==> config.mk <==
export PLATFORM = sky130hd
export DESIGN_NAME = static_linked_list_engine_flat
export DESIGN_NICKNAME = d
export VERILOG_FILES = /design/src/hw/rtl/sll_pkg.sv /design/src/hw/rtl/sll_in_if.sv /design/src/hw/rtl/sll_out_if.sv /design/src/hw/rtl/static_linked_list_engine.sv /design/src/hw/rtl/sll_ctrl.sv /design/src/hw/rtl/sll_dpath.sv /design/src/flat_wrapper.sv
export SDC_FILE = /design/constraint.sdc
export NUM_CORES = 1
export LEC_CHECK = 0
export ABC_CLOCK_PERIOD_IN_PS = 2800
export BUFFER_PORTS_ARGS = -buffer_cell sky130_fd_sc_hd__buf_2
export CAP_MARGIN = 10
export CORE_ASPECT_RATIO = 1.75
export CORE_UTILIZATION = 56
export DETAILED_ROUTE_END_ITERATION = 8
export HOLD_SLACK_MARGIN = 0.02
export MAX_ROUTING_LAYER = met4
export PLACE_DENSITY_LB_ADDON = 0.25
export SYNTH_ARGS = -nofsm -noshare
export SYNTH_HDL_FRONTEND = slang
export SYNTH_SLANG_ARGS = --single-unit
==> constraint.sdc <==
create_clock -name clk -period 2.8 [get_ports clk]
set_clock_uncertainty 0.2 [all_clocks]
set_input_delay 0 -clock clk [delete_from_list [all_inputs] [get_ports clk]]
set_output_delay 0 -clock clk [all_outputs]
set_load 0.03 [all_outputs]
==> src/hw/rtl/sll_pkg.sv <==
// ----------------------------------------------------------------------------
// Static linked list package
// Sizes, status and kind codes, controller commands and link reset values.
// ----------------------------------------------------------------------------
package sll_pkg;

	localparam int NODES    = 16;
	localparam int NODE_W   = $clog2(NODES);
	localparam int POS_W    = 5;
	localparam int DATA_W   = 8;
	localparam int STATUS_W = 2;
	localparam int LEN_W    = 4;
	localparam int CMP_W    = ((POS_W > NODE_W) ? POS_W : NODE_W) + 1;

	localparam logic KIND_INSERT = 1'b0;
	localparam logic KIND_DELETE = 1'b1;

	localparam logic [STATUS_W-1:0] ST_DONE    = 2'd0;
	localparam logic [STATUS_W-1:0] ST_NO_FREE = 2'd1;
	localparam logic [STATUS_W-1:0] ST_BAD_POS = 2'd2;

	typedef logic [NODE_W-1:0] node_t;

	typedef enum logic [3:0] {
		CMD_NONE,
		CMD_CAPTURE,
		CMD_CHECK,
		CMD_RD_FREE,
		CMD_RD_HEAD,
		CMD_WALK,
		CMD_LINK_NEW,
		CMD_RD_NODE,
		CMD_UNLINK,
		CMD_COMMIT,
		CMD_LOAD
	} cmd_t;

	typedef struct packed {
		logic is_delete;
		logic err;
		logic steps_zero;
		logic slot_free;
	} sts_t;

	// head and last node end their chains, the rest chain upward
	function automatic node_t link_init(node_t idx);
		if (idx == '0 || idx == node_t'(NODES - 1)) begin
			return '0;
		end
		return idx + node_t'(1);
	endfunction

endpackage

==> src/hw/rtl/sll_in_if.sv <==
// ----------------------------------------------------------------------------
// Request channel
// Valid/ready channel carrying one list operation item.
// ----------------------------------------------------------------------------
interface sll_in_if;
	logic                          valid;
	logic                          ready;
	logic                          kind;
	logic [sll_pkg::POS_W-1:0]     position;
	logic [sll_pkg::DATA_W-1:0]    item_data;

	modport source (output valid, kind, position, item_data, input ready);
	modport sink   (input valid, kind, position, item_data, output ready);
endinterface

==> src/hw/rtl/sll_out_if.sv <==
// ----------------------------------------------------------------------------
// Response channel
// Valid/ready channel carrying one result item per request.
// ----------------------------------------------------------------------------
interface sll_out_if;
	logic                          valid;
	logic                          ready;
	logic [sll_pkg::DATA_W-1:0]    removed_data;
	logic [sll_pkg::STATUS_W-1:0]  status;
	logic [sll_pkg::LEN_W-1:0]     length;

	modport source (output valid, removed_data, status, length, input ready);
	modport sink   (input valid, removed_data, status, length, output ready);
endinterface

==> src/hw/rtl/static_linked_list_engine.sv <==
// ----------------------------------------------------------------------------
// Static linked list engine
// Singly linked list with free list in a fixed node store.
// ----------------------------------------------------------------------------
// req carries kind (insert or delete), a 1-based position and a data byte;
// rsp returns one item per request: removed byte, status and list length.
// Items are handled one at a time. req.ready is high only while the block is
// idle; an accepted item walks position-1 links through the link store, one
// store read per cycle, and then updates two links. A rejected item (full
// list or bad position) skips the walk and the link updates.
// The result sits in an output register; if rsp.ready is low the block holds
// it and stalls before loading the next result, so a stalled receiver stops
// the block after at most one further item is taken.
// Reset empties the list, chains nodes 1 and up as the free list and drops
// any pending result; it takes effect at once, with no clearing pass.
// ----------------------------------------------------------------------------
module static_linked_list_engine (
	input  logic        clk,
	input  logic        arst_n,
	sll_in_if.sink      req,
	sll_out_if.source   rsp
);

	sll_pkg::cmd_t cmd;
	sll_pkg::sts_t sts;

	sll_ctrl u_ctrl (
		.clk       (clk),
		.arst_n    (arst_n),
		.req_valid (req.valid),
		.req_ready (req.ready),
		.sts       (sts),
		.cmd       (cmd)
	);

	sll_dpath u_dpath (
		.clk          (clk),
		.arst_n       (arst_n),
		.cmd          (cmd),
		.sts          (sts),
		.in_kind      (req.kind),
		.in_position  (req.position),
		.in_item_data (req.item_data),
		.rsp_ready    (rsp.ready),
		.rsp_valid    (rsp.valid),
		.removed_data (rsp.removed_data),
		.status       (rsp.status),
		.length       (rsp.length)
	);

	a_one_at_a_time: assert property (@(posedge clk) disable iff (!arst_n)
		(req.valid && req.ready) |=> !req.ready)
		else $error("item accepted while another is in flight");

	a_err_no_data: assert property (@(posedge clk) disable iff (!arst_n)
		(rsp.valid && rsp.status != sll_pkg::ST_DONE) |-> (rsp.removed_data == '0))
		else $error("rejected item returned data");

	a_rsp_after_work: assert property (@(posedge clk) disable iff (!arst_n)
		$rose(rsp.valid) |-> !$past(req.ready))
		else $error("result raised without item in progress");

	a_status_code: assert property (@(posedge clk) disable iff (!arst_n)
		rsp.valid |-> (rsp.status == sll_pkg::ST_DONE || rsp.status == sll_pkg::ST_NO_FREE ||
			rsp.status == sll_pkg::ST_BAD_POS))
		else $error("undefined status code");

endmodule

==> src/hw/rtl/sll_ctrl.sv <==
// ----------------------------------------------------------------------------
// Static linked list controller
// Sequences capture, check, link walk, link updates and result load; one command per cycle.
// ----------------------------------------------------------------------------
module sll_ctrl (
	input  logic           clk,
	input  logic           arst_n,
	input  logic           req_valid,
	output logic           req_ready,
	input  sll_pkg::sts_t  sts,
	output sll_pkg::cmd_t  cmd
);

	typedef enum logic [2:0] {
		S_IDLE,
		S_CHECK,
		S_RD_FREE,
		S_RD_HEAD,
		S_WALK,
		S_UNLINK,
		S_COMMIT,
		S_FINISH
	} state_t;

	state_t state_q;
	state_t state_d;

	assign req_ready = (state_q == S_IDLE);

	always_comb begin
		state_d = state_q;
		cmd     = sll_pkg::CMD_NONE;
		case (state_q)
			S_IDLE: begin
				if (req_valid) begin
					cmd     = sll_pkg::CMD_CAPTURE;
					state_d = S_CHECK;
				end
			end
			S_CHECK: begin
				cmd = sll_pkg::CMD_CHECK;
				if (sts.err) begin
					state_d = S_FINISH;
				end else if (sts.is_delete) begin
					state_d = S_RD_HEAD;
				end else begin
					state_d = S_RD_FREE;
				end
			end
			S_RD_FREE: begin
				cmd     = sll_pkg::CMD_RD_FREE;
				state_d = S_RD_HEAD;
			end
			S_RD_HEAD: begin
				cmd     = sll_pkg::CMD_RD_HEAD;
				state_d = S_WALK;
			end
			S_WALK: begin
				if (!sts.steps_zero) begin
					cmd = sll_pkg::CMD_WALK;
				end else if (sts.is_delete) begin
					cmd     = sll_pkg::CMD_RD_NODE;
					state_d = S_UNLINK;
				end else begin
					cmd     = sll_pkg::CMD_LINK_NEW;
					state_d = S_COMMIT;
				end
			end
			S_UNLINK: begin
				cmd     = sll_pkg::CMD_UNLINK;
				state_d = S_COMMIT;
			end
			S_COMMIT: begin
				cmd     = sll_pkg::CMD_COMMIT;
				state_d = S_FINISH;
			end
			S_FINISH: begin
				if (sts.slot_free) begin
					cmd     = sll_pkg::CMD_LOAD;
					state_d = S_IDLE;
				end
			end
			default: begin
				state_d = S_IDLE;
			end
		endcase
	end

	always_ff @(posedge clk or negedge arst_n) begin
		if (!arst_n) begin
			state_q <= S_IDLE;
		end else begin
			state_q <= state_d;
		end
	end

endmodule

==> src/hw/rtl/sll_dpath.sv <==
// ----------------------------------------------------------------------------
// Static linked list datapath
// Link and value stores, free head, element count, walk cursor, result reg.
// ----------------------------------------------------------------------------
module sll_dpath (
	input  logic                           clk,
	input  logic                           arst_n,
	input  sll_pkg::cmd_t                  cmd,
	output sll_pkg::sts_t                  sts,
	input  logic                           in_kind,
	input  logic [sll_pkg::POS_W-1:0]      in_position,
	input  logic [sll_pkg::DATA_W-1:0]     in_item_data,
	input  logic                           rsp_ready,
	output logic                           rsp_valid,
	output logic [sll_pkg::DATA_W-1:0]     removed_data,
	output logic [sll_pkg::STATUS_W-1:0]   status,
	output logic [sll_pkg::LEN_W-1:0]      length
);

	localparam int CW = sll_pkg::CMP_W;
	localparam logic [sll_pkg::POS_W-1:0] POS_ONE = sll_pkg::POS_W'(1);

	// stores
	sll_pkg::node_t                link_mem  [sll_pkg::NODES];
	logic [sll_pkg::DATA_W-1:0]    value_mem [sll_pkg::NODES];
	logic [sll_pkg::NODES-1:0]     link_vld_q;

	// control state
	sll_pkg::node_t                free_head_q;
	sll_pkg::node_t                count_q;
	logic                          rsp_valid_q;

	// item payload
	logic                          kind_q;
	logic [sll_pkg::POS_W-1:0]     pos_q;
	logic [sll_pkg::DATA_W-1:0]    data_q;
	sll_pkg::node_t                steps_q;
	sll_pkg::node_t                pred_q;
	sll_pkg::node_t                node_q;
	sll_pkg::node_t                free_next_q;
	sll_pkg::node_t                link_rd_q;
	logic [sll_pkg::DATA_W-1:0]    value_rd_q;
	logic [sll_pkg::STATUS_W-1:0]  status_q;
	logic [sll_pkg::DATA_W-1:0]    removed_q;
	logic [sll_pkg::DATA_W-1:0]    rsp_removed_q;
	logic [sll_pkg::STATUS_W-1:0]  rsp_status_q;
	logic [sll_pkg::LEN_W-1:0]     rsp_length_q;

	logic                          rd_en;
	sll_pkg::node_t                rd_addr;
	logic                          wr_en;
	sll_pkg::node_t                wr_addr;
	sll_pkg::node_t                wr_data;
	logic [CW-1:0]                 pos_ext;
	logic [CW-1:0]                 cnt_ext;
	logic                          bad_pos;
	logic [sll_pkg::STATUS_W-1:0]  check_code;

	// admission checks; full list wins over a bad position
	assign pos_ext = CW'(pos_q);
	assign cnt_ext = CW'(count_q);
	assign bad_pos = (pos_q == '0) ||
		((kind_q == sll_pkg::KIND_INSERT) ? (pos_ext > cnt_ext + CW'(1)) : (pos_ext > cnt_ext));

	always_comb begin
		if (kind_q == sll_pkg::KIND_INSERT && free_head_q == '0) begin
			check_code = sll_pkg::ST_NO_FREE;
		end else if (bad_pos) begin
			check_code = sll_pkg::ST_BAD_POS;
		end else begin
			check_code = sll_pkg::ST_DONE;
		end
	end

	assign sts.is_delete  = (kind_q == sll_pkg::KIND_DELETE);
	assign sts.err        = (check_code != sll_pkg::ST_DONE);
	assign sts.steps_zero = (steps_q == '0);
	assign sts.slot_free  = !rsp_valid_q || rsp_ready;

	always_comb begin
		rd_en   = 1'b0;
		rd_addr = '0;
		wr_en   = 1'b0;
		wr_addr = '0;
		wr_data = '0;
		case (cmd)
			sll_pkg::CMD_RD_FREE: begin
				rd_en   = 1'b1;
				rd_addr = free_head_q;
			end
			sll_pkg::CMD_RD_HEAD: begin
				rd_en   = 1'b1;
				rd_addr = '0;
			end
			sll_pkg::CMD_WALK, sll_pkg::CMD_RD_NODE: begin
				rd_en   = 1'b1;
				rd_addr = link_rd_q;
			end
			sll_pkg::CMD_LINK_NEW: begin
				wr_en   = 1'b1;
				wr_addr = node_q;
				wr_data = link_rd_q;
			end
			sll_pkg::CMD_UNLINK: begin
				wr_en   = 1'b1;
				wr_addr = pred_q;
				wr_data = link_rd_q;
			end
			sll_pkg::CMD_COMMIT: begin
				wr_en = 1'b1;
				if (kind_q == sll_pkg::KIND_INSERT) begin
					wr_addr = pred_q;
					wr_data = node_q;
				end else begin
					wr_addr = node_q;
					wr_data = free_head_q;
				end
			end
			default: begin
			end
		endcase
	end

	// link store, registered read; unwritten entries read their reset link
	always_ff @(posedge clk) begin
		if (wr_en) begin
			link_mem[wr_addr] <= wr_data;
		end
		if (rd_en) begin
			link_rd_q <= link_vld_q[rd_addr] ? link_mem[rd_addr] : sll_pkg::link_init(rd_addr);
		end
	end

	// value store
	always_ff @(posedge clk) begin
		if (cmd == sll_pkg::CMD_RD_FREE) begin
			value_mem[free_head_q] <= data_q;
		end
		if (cmd == sll_pkg::CMD_RD_NODE) begin
			value_rd_q <= value_mem[link_rd_q];
		end
	end

	always_ff @(posedge clk or negedge arst_n) begin
		if (!arst_n) begin
			link_vld_q  <= '0;
			free_head_q <= sll_pkg::node_t'(1);
			count_q     <= '0;
			rsp_valid_q <= 1'b0;
		end else begin
			if (wr_en) begin
				link_vld_q[wr_addr] <= 1'b1;
			end
			if (cmd == sll_pkg::CMD_COMMIT) begin
				if (kind_q == sll_pkg::KIND_INSERT) begin
					free_head_q <= free_next_q;
					count_q     <= count_q + sll_pkg::node_t'(1);
				end else begin
					free_head_q <= node_q;
					count_q     <= count_q - sll_pkg::node_t'(1);
				end
			end
			if (cmd == sll_pkg::CMD_LOAD) begin
				rsp_valid_q <= 1'b1;
			end else if (rsp_ready) begin
				rsp_valid_q <= 1'b0;
			end
		end
	end

	always_ff @(posedge clk) begin
		case (cmd)
			sll_pkg::CMD_CAPTURE: begin
				kind_q    <= in_kind;
				pos_q     <= in_position;
				data_q    <= in_item_data;
				removed_q <= '0;
			end
			sll_pkg::CMD_CHECK: begin
				status_q <= check_code;
				steps_q  <= sll_pkg::node_t'(pos_q - POS_ONE);
			end
			sll_pkg::CMD_RD_FREE: begin
				node_q <= free_head_q;
			end
			sll_pkg::CMD_RD_HEAD: begin
				pred_q      <= '0;
				free_next_q <= link_rd_q;
			end
			sll_pkg::CMD_WALK: begin
				pred_q  <= link_rd_q;
				steps_q <= steps_q - sll_pkg::node_t'(1);
			end
			sll_pkg::CMD_RD_NODE: begin
				node_q <= link_rd_q;
			end
			sll_pkg::CMD_COMMIT: begin
				if (kind_q == sll_pkg::KIND_DELETE) begin
					removed_q <= value_rd_q;
				end
			end
			sll_pkg::CMD_LOAD: begin
				rsp_removed_q <= removed_q;
				rsp_status_q  <= status_q;
				rsp_length_q  <= sll_pkg::LEN_W'(count_q);
			end
			default: begin
			end
		endcase
	end

	assign rsp_valid    = rsp_valid_q;
	assign removed_data = rsp_removed_q;
	assign status       = rsp_status_q;
	assign length       = rsp_length_q;

endmodule
==> src/flat_wrapper.sv <==
// flat-port wrapper written by rule: the top's interface ports become plain ports
module static_linked_list_engine_flat 
  (clk, arst_n, req_valid, req_kind, req_position, req_item_data, req_ready, rsp_valid, rsp_removed_data, rsp_status, rsp_length, rsp_ready);
  sll_in_if req_i ();
  sll_out_if rsp_i ();
  input  logic clk;
  input  logic arst_n;
  input wire logic [$bits(req_i.valid)-1:0] req_valid;
  input wire logic [$bits(req_i.kind)-1:0] req_kind;
  input wire logic [$bits(req_i.position)-1:0] req_position;
  input wire logic [$bits(req_i.item_data)-1:0] req_item_data;
  output wire logic [$bits(req_i.ready)-1:0] req_ready;
  output wire logic [$bits(rsp_i.valid)-1:0] rsp_valid;
  output wire logic [$bits(rsp_i.removed_data)-1:0] rsp_removed_data;
  output wire logic [$bits(rsp_i.status)-1:0] rsp_status;
  output wire logic [$bits(rsp_i.length)-1:0] rsp_length;
  input wire logic [$bits(rsp_i.ready)-1:0] rsp_ready;
  assign req_i.valid = req_valid;
  assign req_i.kind = req_kind;
  assign req_i.position = req_position;
  assign req_i.item_data = req_item_data;
  assign req_ready = req_i.ready;
  assign rsp_valid = rsp_i.valid;
  assign rsp_removed_data = rsp_i.removed_data;
  assign rsp_status = rsp_i.status;
  assign rsp_length = rsp_i.length;
  assign rsp_i.ready = rsp_ready;
  static_linked_list_engine u_core (.clk(clk), .arst_n(arst_n), .req(req_i), .rsp(rsp_i));
endmodule
# After elaboration in Yosys (flattened, before gate mapping)

Memory sizes are Yosys's and may differ from the RTL's. A register that Yosys moved wholly into a read port is not among the register bits.
Cells that the tools add are included.

Register bits: 86
Bits in writable memories: 192
Bits of input ports: 18
Output and inout bits: 16
Logic and storage cells: 122
Memories: 2

Memories:

| name                     | depth | width | rd ports | clocked after memory_dff | wr ports | line            | text |
|---|---|---|---|---|---|---|---|
| u_core.u_dpath.value_mem | 16    | 8     | 1        | 1                        | 1        | sll_dpath.sv:25 | `logic [sll_pkg::DATA_W-1:0] value_mem [sll_pkg::NODES];` |
| u_core.u_dpath.link_mem  | 16    | 4     | 1        | 0                        | 1        | sll_dpath.sv:24 | `sll_pkg::node_t link_mem [sll_pkg::NODES];` |

Add/subtract/negate cells: 6
Order comparisons: 5
Equal/unequal tests: 22
Muxes and demuxes: 44
Bitwise gates (word level): 2
Reductions and logical operators: 23

Operators by type and width:

| cell                                                                         | count |
|---|---|
| 4-bit one-hot mux with 2 select lines                                        | 5 |
| 4-bit two-way mux                                                            | 8 |
| 4-bit one-hot mux with 8 select lines                                        | 1 |
| 3-bit one-hot mux with 8 select lines                                        | 1 |
| 4-bit by 3-bit == test with 1-bit output, second input constant              | 4 |
| 4-bit == test, second input constant                                         | 4 |
| 1-bit two-way mux                                                            | 16 |
| 16-bit OR                                                                    | 1 |
| 8-bit one-hot mux with 2 select lines                                        | 1 |
| 3-bit == test, second input constant                                         | 4 |
| 4-bit zero test                                                              | 3 |
| 3-bit two-way mux                                                            | 4 |
| 4-bit one-hot mux with 3 select lines                                        | 1 |
| 2-bit nonzero test                                                           | 6 |
| 4-bit by 1-bit subtractor with 4-bit output, second input constant           | 3 |
| 4-bit by 5-bit less-than comparator with 1-bit output, second input constant | 2 |
| 4-bit by 1-bit adder with 4-bit output, second input constant                | 2 |
| 4-bit by 2-bit == test with 1-bit output, second input constant              | 2 |
| 2-bit two-way mux                                                            | 4 |
| 8-bit two-way mux                                                            | 1 |
| 3-bit by 2-bit == test with 1-bit output, second input constant              | 2 |
| 2-bit != test, second input constant                                         | 3 |
| 4-bit by 1-bit adder with 5-bit output, second input constant                | 1 |
| 5-bit by 4-bit greater-than comparator with 1-bit output                     | 1 |
| 18 further kinds                                                             | 22 |

# Logic depth before layout (Yosys ltp)

Depth after elaboration: 13
Depth in mapped cells: 11
Mapped depth without buffers: 10

# Cells and area by module

Synthesis repeated with hierarchy kept, for this count alone.

Cell total of the unflattened synthesis: 752
Area total of the unflattened synthesis: 11991.5 um^2

Modules (own cells, without submodules):

| module    | times used | cells each | area an instance (um^2) | seq. area each (um^2) |
|---|---|---|---|---|
| sll_dpath | 1          | 716        | 11711.2                 | 8374.3 |
| sll_ctrl  | 1          | 36         | 280.3                   | 75.1 |

# Worst setup path before layout

OpenSTA, ideal clock, no wires.

Path type: register to register
Start: register u_core.u_dpath.steps_q[1]
End: memory u_core.u_dpath.link_mem[13][0] in the netlist's numbering, enable pin
Library setup time: 0.329 ns
Arrival time: 2.251 ns
Required time: 2.271 ns
Path slack: 0.020 ns
Stages on the path, launching flop included: 9
Path buffers: 2
Clock period less this slack: 2.780 ns
Cells stage by stage: edfxtp_1 -> or4_4 -> buf_6 -> nor3_1 -> a21oi_1 -> or3_1 -> buf_2 -> o31a_1 -> nor2_1

Word-level cells in the longest chain between the ends: 8
Elaborated cells on any way between the ends: 11
Classes of those cells: eq/ne (3); mux (6); reduce/logical (2)

Ends and longest elaborated chain:

| element                                                                          | line             | text |
|---|---|---|
| start: declaration                                                               | sll_dpath.sv:37  | `sll_pkg::node_t steps_q;` |
| start signal: assignment                                                         | sll_dpath.sv:181 | `steps_q <= sll_pkg::node_t'(pos_q - POS_ONE);` |
| start signal: assignment                                                         | sll_dpath.sv:192 | `steps_q <= steps_q - sll_pkg::node_t'(1);` |
| 4-bit zero test (*)                                                              | sll_dpath.sv:77  | `assign sts.steps_zero = (steps_q == '0);` |
| 2-bit two-way mux (*)                                                            | sll_ctrl.sv:59   | `if (!sts.steps_zero) begin` |
| 4-bit one-hot mux with 8 select lines (*)                                        | sll_ctrl.sv:33   | `case (state_q)` |
| 4-bit == test / 4-bit by 3-bit == test with 1-bit output (equally long branches) | sll_dpath.sv:86  | `case (cmd)` |
| 3-bit OR reduction (no line)                                                     | -                |  |
| 1-bit two-way mux                                                                | sll_dpath.sv:86  |  |
| 1-bit two-way mux                                                                | sll_dpath.sv:126 | `if (wr_en) begin` |
| 1-bit two-way mux (not written as such)                                          | sll_dpath.sv:127 | `link_mem[wr_addr] <= wr_data;` |
| end: declaration                                                                 | sll_dpath.sv:24  |  |

Mark *: on every way between the ends. The rest lies on a longest branch, timed or not.

# Worst setup path after layout

Start: register u_core.u_dpath.steps_q[1]
End: register u_core.u_dpath.link_rd_q[0] (data pin)

Word-level cells in the longest chain between the ends: 12
Elaborated cells on any way between the ends: 19
Classes of those cells: add/sub (1); eq/ne (4); mux (9); reduce/logical (4); memory (1)

Ends and longest elaborated chain:

| element                                                 | line             | text |
|---|---|---|
| 4-bit zero test (*)                                     | sll_dpath.sv:77  |  |
| 2-bit two-way mux (*)                                   | sll_ctrl.sv:59   |  |
| 4-bit one-hot mux with 8 select lines (*)               | sll_ctrl.sv:33   |  |
| 4-bit by 3-bit == test with 1-bit output                | sll_dpath.sv:86  |  |
| 2-bit OR reduction                                      | -                |  |
| 4-bit one-hot mux with 2 select lines (*)               | sll_dpath.sv:86  |  |
| 4-bit == test / 4-bit zero test (equally long branches) | sll_pkg.sv:47    | `if (idx == '0 \|\| idx == node_t'(NODES - 1)) begin` |
| 1-bit logical OR                                        | sll_pkg.sv:47    |  |
| 1-bit two-way mux                                       | sll_pkg.sv:47    |  |
| 1-bit two-way mux                                       | sll_dpath.sv:129 | `if (rd_en) begin` |
| 4-bit two-way mux                                       | sll_pkg.sv:50    | `return idx + node_t'(1);` |
| 4-bit two-way mux (*)                                   | sll_dpath.sv:130 | `link_rd_q <= link_vld_q[rd_addr] ? link_mem[rd_addr] : sll_pkg::link_init(rd_addr);` |
| end signal: assignment                                  | sll_dpath.sv:130 |  |
| end: declaration                                        | sll_dpath.sv:41  | `sll_pkg::node_t link_rd_q;` |

Mark *: on every way between the ends. The rest lies on a longest branch, timed or not. The select of a mux whose other input is x is not followed.
A chain may end at the register's enable or synchronous reset.

==> results.yml <==
clock_network:
  cts_buffer_depth: 3
  cts.sinks: 286
  cts-root-buf: "clkbuf_16"
  ctsHtreeMaxLevel: 1
  clk_pin_slew_ns: 0.07
  cts_made_buffers: 25
  clock_latency_ns: 0.53
  tritoncts: "done"
critical_path:
  r2r-start: "u_core.u_dpath.steps_q[1]"
  cp.required_ns: 2.97
  criticalPathCategory: "register to register"
  cp_max_fo: 5
  critPathLaunch: "u_core.u_dpath.steps_q[1]"
  startpoint_type: "register"
  cp-end-kind: "register"
  cp.arrival_ns: 3.01
cells_and_area:
  register_area_mm2: 0.008449
  final_core_util_pct: 68.70
  area.growth.synth_to_final_pct: 19.45
  nNetsFinal: 935
  final_cells: 1172
  n_antenna_cell: 0
  drive_above_1_share_pct: 27.28
  multi_input_area_mm2: 0.003525
  final_cell_area_mm2: 0.01444
  fill_cells: 1363
logic_synthesis:
  yosysMostFrequentCell: "edfxtp_1"
  synthArstFlopShare_pct: 9.790
  yosysTopAreaCell: "edfxtp_1"
  synth-main-ff-cell: "edfxtp_1"
  synth_seq_area_share_pct: 69.89
  syn_area_per_cell_um2: 15.91
  syn_nets: 794
  synth_commonest_cells: "edfxtp_1 (258), nand2_1 (66), mux4_2 (41)"
  synth_area_mm2: 0.01209
  synth_warnings: 0
  netlist_instances: 760
  ys_seq_elements: 286
  synth-edff-count: 258
  synth_cell_types: 63
  synth_top_area_share_pct: 64.08
  synth_area_leaders: "edfxtp_1 (64%), mux4_2 (7.6%), dfrtp_1 (5.6%)"
sta:
  fin_crit_sh_pct: 101.5
  tns_ns: -0.06550
  min_period_ns: 2.843
  rsz0062_at_grt: "true"
  setup_slack_ns: -0.04324
  worst_pin_slew_ns: 0.7846
  relSlewSlack_pct: 47.14
  slew_violations: 0
  finalHoldViolCount: 0
  fmax_ghz: 0.3517
  setup_viol: 2
global_route:
  grt_pass1_vias: 7813
  grt_max_degree: 38
  grt_pass1_wl_mm: 43.14
  antenna_found_initial: 0
  grt.total_usage_pct: 27.35
  grt_overflow: 0
worst_hold_path:
  hold_class: "primary input to register"
  hp-start: "req_item_data[3]"
pwr:
  peakVddDrop_uv: 612.0
  cellLeakagePower_nw: 5.226
  powerDensity_mw_per_mm2: 1066
route:
  vias: 7131
  wl_per_cell_um: 24.26
  drt_wl_total_mm: 28.43
  vias_per_cell: 6.084
  drt_iter0_drc: 471
  ant_nets: 0
  drc_errors: 0
  drt-pass1-iter-count: 4
placed_design:
  place_inst: 1092
  placed_area_mm2: 0.01309
  io_buffers: 33
  dp_hpwl_mm: 19.62
  gp_congestion: 0.8803
floorplan:
  num_rows: 70
  fp.dieW_um: 113.1
  start_util_pct: 57.52
  coreArea_mm2: 0.02102
  die_area_mm2: 0.02220
  fp.dieH_um: 196.4
  io_pins: 34
status:
  status: "finished with violations"
  violations: "negative setup slack"
run:
  maxCapViolations: 0
[repair_timing]
| item | CTS | global route |
|---|---|---|
| endpoints found under the setup margin | 68 | 60 |
| setup buffers | 3 | 2 |
| pin swaps | 9 | 16 |
| hold endpoints to repair | 60 | 0 |
| gates resized for setup | 12 | 22 |
| cloned | 1 | 0 |
| hold buffers | 32 | 0 |
[cell type report]
class / count / share of cell area (%)
Sequential cell: 286 / 58.51
Multi-Input combinational cell: 414 / 24.41
Timing Repair Buffer: 153 / 8.777
Clock buffer: 31 / 4.627
Tap cell: 252 / 2.183
Clock inverter: 15 / 0.9357
Inverter: 21 / 0.5632
[registers in the layout, summed over array words and instances, names as in the netlist, 5 cells and up]
register / flops
u_core.u_dpath.data_q: 8
u_core.u_dpath.link_mem: 64
u_core.u_dpath.link_vld_q: 16
u_core.u_dpath.pos_q: 5
u_core.u_dpath.removed_data: 8
u_core.u_dpath.removed_q: 8
u_core.u_dpath.value_mem: 128
u_core.u_dpath.value_rd_q: 8
[cells in the final DEF (no fill, tap or decap), types with 7 or more instances in the layout]
cell | netlist | layout
buf_2 | 9 | 33
a22oi_2 | 0 | 7
buf_4 | 3 | 78
nand3_1 | 9 | 9
nor3_1 | 9 | 9
clkbuf_16 | 0 | 25
inv_1 | 20 | 20
ha_1 | 15 | 15
a21boi_0 | 16 | 16
mux4_2 | 41 | 41
a22oi_1 | 14 | 7
nor2_1 | 35 | 32
dlygate4sd3_1 | 0 | 31
edfxtp_1 | 258 | 258
nand2_1 | 66 | 66
buf_12 | 0 | 7
nor2_4 | 0 | 8
a21oi_1 | 27 | 27
o211ai_1 | 10 | 10
or2_1 | 9 | 9
mux2i_1 | 15 | 15
xnor2_1 | 7 | 7
o21ai_0 | 21 | 21
o21a_1 | 7 | 7
dfrtp_1 | 27 | 27
and3_1 | 24 | 24
[per-stage QoR]
| stage | power [mW] | hold slack, ns | setup WS, ns |
|---|---|---|---|
| after CTS | 15.35 | 0.03933 | -0.02092 |
| final | 15.40 | 0.05762 | -0.04324 |
| after global placement | 11.50 | -0.1272 | -0.1321 |
| after floorplan | 9.610 | -0.4956 | 0.01972 |
| after detailed placement | 11.71 | -0.1125 | -0.1528 |
| after global routing | 16.04 | 0.05069 | -0.1398 |
[cells by family (layout without fill, tap and decap cells)]
logic type | Yosys count | after routing | synth area share, %
xor+xnor | 8 | 8 | 0.5796
mux | 56 | 56 | 8.879
simple gates | 194 | 194 | 8.186
fa+ha+maj | 16 | 16 | 1.718
compound gates | 140 | 140 | 8.517
flops | 286 | 286 | 69.89
buf+inv | 60 | 220 | 2.235
[worst paths after layout]
kind                       cells after the start                             end  slack, ns
min                                            2        u_core.u_dpath.data_q[3]       0.06
max reg2reg                                   10     u_core.u_dpath.link_rd_q[0]      -0.04
min in group asynchronous                      3   u_core.u_dpath.free_head_q[0]       0.38
max                                           10     u_core.u_dpath.link_rd_q[0]      -0.04
min reg2reg                                    0  u_core.u_dpath.removed_data[1]       0.23
max in group asynchronous                      4    u_core.u_dpath.link_vld_q[9]       1.83
[report_power, final]
part / total, mW / switching, mW / leakage, nW / internal, mW
clock: 3.38 / 1.49 / 0.386 / 1.89
combinational: 5.87 / 3.25 / 2.16 / 2.62
sequential: 6.15 / 0.482 / 2.68 / 5.67
total: 15.4 / 5.22 / 5.23 / 10.2
[layer usage]
layer  track usage (%)  wire length (um)
met2             52.65             16360
met5                 -                 0
met4             15.94              1710
met1             25.81              9378
met3             2.491               978
[critical path: stages, from the launching register on]
cell and delay, ns:
edfxtp_1 0.39, or4_4 0.59, buf_6 0.16, o211ai_4 0.16
and2_4 0.21, buf_12 0.12, nor2_2 0.04, buf_4 0.19
a22oi_2 0.28, o221ai_1 0.17, mux2i_1 0.17
Power figures use the tool's default switching activity.
